## src/rtl/fqr_pkg.sv

```systemverilog
// Package for the FIFO queue with remove-by-value.
// Holds the request and response item types, operation codes and state encoding.
// No dependencies.
`default_nettype none

package fqr_pkg;

	typedef enum logic [1:0] {
		KIND_PUSH   = 2'd0,
		KIND_POP    = 2'd1,
		KIND_PEEK   = 2'd2,
		KIND_REMOVE = 2'd3
	} fqr_kind_t;

	typedef struct packed {
		fqr_kind_t   kind;
		logic [31:0] item_value;
	} fqr_req_t;

	typedef struct packed {
		logic [31:0] out_value;
		logic        out_valid;
		logic [4:0]  occupancy;
		logic        push_dropped;
		logic [4:0]  removed_count;
	} fqr_rsp_t;

	typedef enum logic [1:0] {
		ST_IDLE,
		ST_SCAN,
		ST_RESP
	} fqr_state_t;

endpackage

`default_nettype wire

```

## src/rtl/fifo_queue_with_remove.sv

```systemverilog
// FIFO queue of handles with push, pop, peek and remove-all-equal.
// Push, pop and peek go through the result state, where the result is registered. A new item is accepted
// once the result is registered, so the queue takes no new item before the last one is answered.
// Remove registers its result after a scan state that visits each entry: it walks the entries
// through the store's single read port, one per cycle, and writes survivors back compacted
// through its write port. A remove on an empty queue skips the scan and goes straight to the
// result state like the other kinds.
// A result held by rsp_stall keeps the next result waiting and stalls the input after that.
// Reset clears head, count and handshake state; the entry store is not cleared.
`default_nettype none

module fifo_queue_with_remove
	import fqr_pkg::*;
#(
	parameter int QUEUE_DEPTH = 16,
	parameter int ITEM_WIDTH  = 32
) (
	input  wire logic     clk,
	input  wire logic     arst_n,
	input  wire logic     req_valid,
	output logic          req_stall,
	input  wire fqr_req_t req,
	output logic          rsp_valid,
	input  wire logic     rsp_stall,
	output fqr_rsp_t      rsp
);

	localparam int IW = $clog2(QUEUE_DEPTH);
	localparam int CW = $clog2(QUEUE_DEPTH + 1);
	localparam logic [CW:0]   DEPTH_S = (CW + 1)'(QUEUE_DEPTH);
	localparam logic [CW-1:0] DEPTH_C = CW'(QUEUE_DEPTH);

	// Offsets never exceed the depth, so one conditional subtract wraps the sum.
	function automatic logic [IW-1:0] wrap_add(logic [IW-1:0] base, logic [CW-1:0] off);
		logic [CW:0] sum;
		sum = (CW + 1)'(base) + (CW + 1)'(off);
		if (sum >= DEPTH_S) begin
			sum = sum - DEPTH_S;
		end
		return sum[IW-1:0];
	endfunction

	fqr_state_t state_q, state_d;

	logic [IW-1:0]         head_q;
	logic [CW-1:0]         cnt_q;
	logic [ITEM_WIDTH-1:0] item_q;
	logic                  pend_read_q;
	logic                  pend_drop_q;
	logic [CW-1:0]         scan_q;
	logic [CW-1:0]         kept_q;
	logic [CW-1:0]         removed_q;
	logic                  rsp_valid_q;
	fqr_rsp_t              rsp_q;

	logic [ITEM_WIDTH-1:0] mem [QUEUE_DEPTH];
	logic [ITEM_WIDTH-1:0] rd_data_q;

	logic                  req_accept;
	logic                  rsp_free;
	logic                  rsp_load;
	logic                  full;
	logic [ITEM_WIDTH+31:0] req_wide;
	logic [ITEM_WIDTH-1:0] req_item;
	logic                  entry_match;
	logic                  scan_last;
	logic [CW-1:0]         kept_next;
	logic                  rd_en;
	logic [IW-1:0]         rd_addr;
	logic                  wr_en;
	logic [IW-1:0]         wr_addr;
	logic [ITEM_WIDTH-1:0] wr_data;
	logic [ITEM_WIDTH+31:0] out_wide;
	logic [CW+4:0]         cnt_wide;
	logic [CW+4:0]         removed_wide;

	assign req_accept  = req_valid && !req_stall;
	assign rsp_free    = !rsp_valid_q || !rsp_stall;
	assign full        = (cnt_q == DEPTH_C);
	assign req_wide    = {{ITEM_WIDTH{1'b0}}, req.item_value};
	assign req_item    = req_wide[ITEM_WIDTH-1:0];
	assign entry_match = (rd_data_q == item_q);
	assign scan_last   = (scan_q == cnt_q - CW'(1));
	assign kept_next   = entry_match ? kept_q : kept_q + CW'(1);
	assign out_wide    = {32'd0, rd_data_q};
	assign cnt_wide    = {5'd0, cnt_q};
	assign removed_wide = {5'd0, removed_q};

	assign rsp_valid = rsp_valid_q;
	assign rsp       = rsp_q;

	// Next state.
	always_comb begin
		state_d = state_q;
		unique case (state_q)
			ST_IDLE: begin
				if (req_accept) begin
					if (req.kind == KIND_REMOVE && cnt_q != '0) begin
						state_d = ST_SCAN;
					end else begin
						state_d = ST_RESP;
					end
				end
			end
			ST_SCAN: begin
				if (scan_last) begin
					state_d = ST_RESP;
				end
			end
			ST_RESP: begin
				if (rsp_free) begin
					state_d = ST_IDLE;
				end
			end
			default: state_d = ST_IDLE;
		endcase
	end

	// Handshake and memory port controls.
	always_comb begin
		req_stall = 1'b1;
		rd_en     = 1'b0;
		rd_addr   = head_q;
		wr_en     = 1'b0;
		wr_addr   = wrap_add(head_q, cnt_q);
		wr_data   = req_item;
		rsp_load  = 1'b0;
		unique case (state_q)
			ST_IDLE: begin
				req_stall = 1'b0;
				rd_en     = req_accept;
				wr_en     = req_accept && req.kind == KIND_PUSH && !full;
			end
			ST_SCAN: begin
				// Read the next entry while the current one is compared and written back.
				rd_en   = 1'b1;
				rd_addr = wrap_add(head_q, scan_q + CW'(1));
				wr_en   = !entry_match;
				wr_addr = wrap_add(head_q, kept_q);
				wr_data = rd_data_q;
			end
			ST_RESP: begin
				rsp_load = rsp_free;
			end
			default: begin
				req_stall = 1'b1;
			end
		endcase
	end

	always_ff @(posedge clk or negedge arst_n) begin
		if (!arst_n) begin
			state_q     <= ST_IDLE;
			head_q      <= '0;
			cnt_q       <= '0;
			rsp_valid_q <= 1'b0;
		end else begin
			state_q     <= state_d;
			rsp_valid_q <= rsp_load || (rsp_valid_q && rsp_stall);
			unique case (state_q)
				ST_IDLE: begin
					if (req_accept) begin
						if (req.kind == KIND_PUSH && !full) begin
							cnt_q <= cnt_q + CW'(1);
						end else if (req.kind == KIND_POP && cnt_q != '0) begin
							head_q <= wrap_add(head_q, CW'(1));
							cnt_q  <= cnt_q - CW'(1);
						end
					end
				end
				ST_SCAN: begin
					if (scan_last) begin
						cnt_q <= kept_next;
					end
				end
				default: begin
				end
			endcase
		end
	end

	always_ff @(posedge clk) begin
		unique case (state_q)
			ST_IDLE: begin
				if (req_accept) begin
					item_q      <= req_item;
					pend_read_q <= (req.kind == KIND_POP || req.kind == KIND_PEEK)
						&& cnt_q != '0;
					pend_drop_q <= req.kind == KIND_PUSH && full;
					scan_q      <= '0;
					kept_q      <= '0;
					removed_q   <= '0;
				end
			end
			ST_SCAN: begin
				scan_q <= scan_q + CW'(1);
				kept_q <= kept_next;
				if (entry_match) begin
					removed_q <= removed_q + CW'(1);
				end
			end
			default: begin
			end
		endcase

		if (rsp_load) begin
			rsp_q.out_value     <= pend_read_q ? out_wide[31:0] : 32'd0;
			rsp_q.out_valid     <= pend_read_q;
			rsp_q.occupancy     <= cnt_wide[4:0];
			rsp_q.push_dropped  <= pend_drop_q;
			rsp_q.removed_count <= removed_wide[4:0];
		end
	end

	// Entry store: one write port and one read port with registered read data.
	always_ff @(posedge clk) begin
		if (wr_en) begin
			mem[wr_addr] <= wr_data;
		end
		if (rd_en) begin
			rd_data_q <= mem[rd_addr];
		end
	end

endmodule

`default_nettype wire

```

## config.mk

```make
export PLATFORM = sky130hd
export DESIGN_NAME = fifo_queue_with_remove
export DESIGN_NICKNAME = d
export VERILOG_FILES = /design/src/rtl/fqr_pkg.sv /design/src/rtl/fifo_queue_with_remove.sv
export SDC_FILE = /design/constraint.sdc
export NUM_CORES = 1
export LEC_CHECK = 0
export ABC_AREA = 1
export CAP_MARGIN = 5
export CORE_MARGIN = 2
export CORE_UTILIZATION = 47
export DETAILED_ROUTE_END_ITERATION = 6
export DONT_BUFFER_PORTS = 1
export PLACE_DENSITY_LB_ADDON = 0.12
export SYNTH_ARGS = -nofsm -noshare
export SYNTH_HDL_FRONTEND = slang
export SYNTH_SLANG_ARGS = --single-unit
```

## constraint.sdc

```tcl
create_clock -name clk -period 8.15 [get_ports clk]
set_input_delay 0.815 -clock clk [delete_from_list [all_inputs] [get_ports clk]]
set_output_delay 0.815 -clock clk [all_outputs]
set_load 0.02 [all_outputs]
```

==> out/results.ini <==
[outcome]
outcome=finished clean

[timing]
finalHoldViolCount=0
post-route-period-util=0.5555
max_freq_mhz=220.9
rsz0062_at_grt=no
finalSetupTns_ns=0
min_period_ns=4.527
drv_slew=0
tightest_slew_ns=1.133
finalSetupViolations=0
relSlewSlack=0.2447
clock_skew_ns=0.02786
hold_ws_ns=0.2986

[global_routing]
grt_overflow=0
grt_max_degree=92
grt_pass1_wl_mm=98.30
grtUsageMet3=0.04066
antenna_found_initial=1
grt_usage=0.2239
busiest_layer=met2
use_met1=0.3131
met2_usage=0.3571
first_global_vias=15630

[clock_tree]
cts_tree=built
clk_latency_ns=0.61
cts_buffer_depth=3
h-tree-depth=3
clock-sinks=649
cts_resized=0
cts-root-buf=clkbuf_16
cts_buffers=69
clkTransAtPathRegs_ns=0.06

[placement]
gp_congestion=0.7672
portBuffers=0
hpwlAfterDp_mm=33.74

[logic_synthesis]
ys.flop_type=edfxtp_1
synth_area_mm2=0.02666
synthArstFlopShare=0.01849
yosysWarnings=0
synth_seq_cells=649
syn_avg_cell_area_um2=12.38
syn_inst=2153
yosysSeqAreaShare=0.7287
synth.distinct_cells=31
synth_edf_count=637
syn_nets=2208

[cells_and_area]
area_growth_pct=11.19
final_cell_mix=edfxtp_1 (637), nor2_1 (422), nand2_1 (270)
fillCellCount=4709
fin_nets=2204
layout_commonest_cell=edfxtp_1
utilization=0.5268
drive_gt1_frac=0.07451
multi_input_area_mm2=0.006451
regArea_mm2=0.01943

[floorplanning]
start_util=0.4738
std_cell_rows=87
fp.dieH_um=242.2
core_area_mm2=0.05628
die_x_um=242.2
die_area_mm2=0.05865
ioPinCount=84

[routing]
vias=16170
ant_nets=0
routed_via_density=5.465
wl_mm=65.20
firstDrtPassIters=5
drc=0
drt_iter0_drc=1258
wl_per_cell_um=22.03

[pwr]
p_total_w=0.01272
p_leak_nw=10.38
irDropWorstVdd_mv=0.2986
power_density_mw_per_mm2=429.2

[setup_path]
start_kind=register
path_class=register to register
endpoint_kind=register
cp.arrival_ns=4.99
cp_max_fo=91
required_ns=8.62

[worst_hold_path]
min_path_type=primary input to register

[job]
drv_cap=0

power breakdown:
group          internal (W)  switching [W]
Combinational       0.00131        0.00339
Sequential          0.00468       0.000392
Clock               0.00169        0.00126
cells in the mapped netlist (26+ instances only):
| master | n | area [um^2] |
|---|---|---|
| nand3_1 | 26 | 130.1 |
| nor2_1 | 435 | 1633 |
| o21ai_1 | 42 | 210.2 |
| edfxtp_1 | 637 | 19130 |
| buf_2 | 54 | 270.3 |
| inv_1 | 96 | 360.4 |
| o21ai_0 | 232 | 1161 |
| xnor2_1 | 30 | 262.8 |
| clkbuf_1 | 45 | 168.9 |
| nand3b_1 | 66 | 495.5 |
| nand2_1 | 272 | 1021 |
| nor3_1 | 70 | 350.3 |
| o221ai_1 | 64 | 560.5 |
worst max-delay path, cell delays in order (launching register included):
cell      delay (ns)
dfrtp_1         0.51
inv_2           0.09
nor2_4          0.08
buf_4           0.52
nand2_1         0.27
nand2_8         0.46
buf_4           0.75
buf_4           0.82
o21ai_0         0.19
nor2_1          0.15
nor3_1          0.06
nand3b_1        0.20
nand2_1         0.08
area by class of cell:
type | count | share of cell area
flip-flops and latches | 649 | 0.6554
multi-input cells | 1286 | 0.2176
clock buffers | 92 | 0.06470
well taps | 756 | 0.03191
inverters | 100 | 0.01283
repair buffers | 43 | 0.01097
clock inverters | 31 | 0.006457
diodes | 2 | 0.0001688
cells by family (layout without fill, tap and decap cells):
| family | Yosys count | after routing | synth area share |
|---|---|---|---|
| other | 0 | 2 | 0 |
| and+or+nand+nor | 877 | 877 | 0.1384 |
| DFF | 649 | 649 | 0.7287 |
| xor gates and xnor gates | 40 | 40 | 0.01314 |
| buffers and inverters | 218 | 266 | 0.03566 |
| muxes | 1 | 1 | 0.0003754 |
| AOI/OAI and AO/OA | 351 | 351 | 0.07522 |
| adders and majority gates | 17 | 17 | 0.008541 |
flip-flops by register name, indices dropped and copies added, names as in the netlist:
signal and cells:
cnt_q 5, head_q 4, item_q 32, kept_q 5, mem 512, pend_drop_q 1, pend_read_q 1, rd_data_q 32
removed_q 5, rsp 44, rsp_valid 1, scan_q 5, state_q 2
repair_timing:
item | in CTS | in global routing
setup endpoints to repair | 0 | 0
buffers inserted | 0 | 0
endpoints found under the hold margin | 12 | 0
hold buffers | 1 | 0
routing by layer:
layer,vias to the layer above,wire length [um]
met2,435,30410
met3,92,3739
met5,-,0
li1,7634,-
met4,0,1496
met1,8011,29560
per-stage QoR:
step | cells | worst slack (ns) | area, um^2
floorplan | 2153 | 2.709 | 26660
global placement | 2833 | 3.722 | 27520
detailed placement | 2833 | 3.593 | 27520
CTS | 2957 | 3.594 | 29640
global route | 2957 | 3.246 | 29640
finish | 2959 | 3.623 | 29650
path summary, 6_finish.rpt:
path / from / endpoint / slack, ns / cells after the start
min in group asynchronous: arst_n / rsp_valid / 0.68 / 1
hold / removal: req[30] / item_q[30] / 0.30 / 0
setup reg to reg: state_q[0] / rd_data_q[18] / 3.62 / 12
setup / recovery: state_q[0] / rd_data_q[18] / 3.62 / 12
max in group asynchronous: arst_n / cnt_q[0] / 7.07 / 1
hold reg to reg: pend_drop_q / rsp[5] / 0.42 / 0
Note: power is estimated with default switching activity, not from simulation.
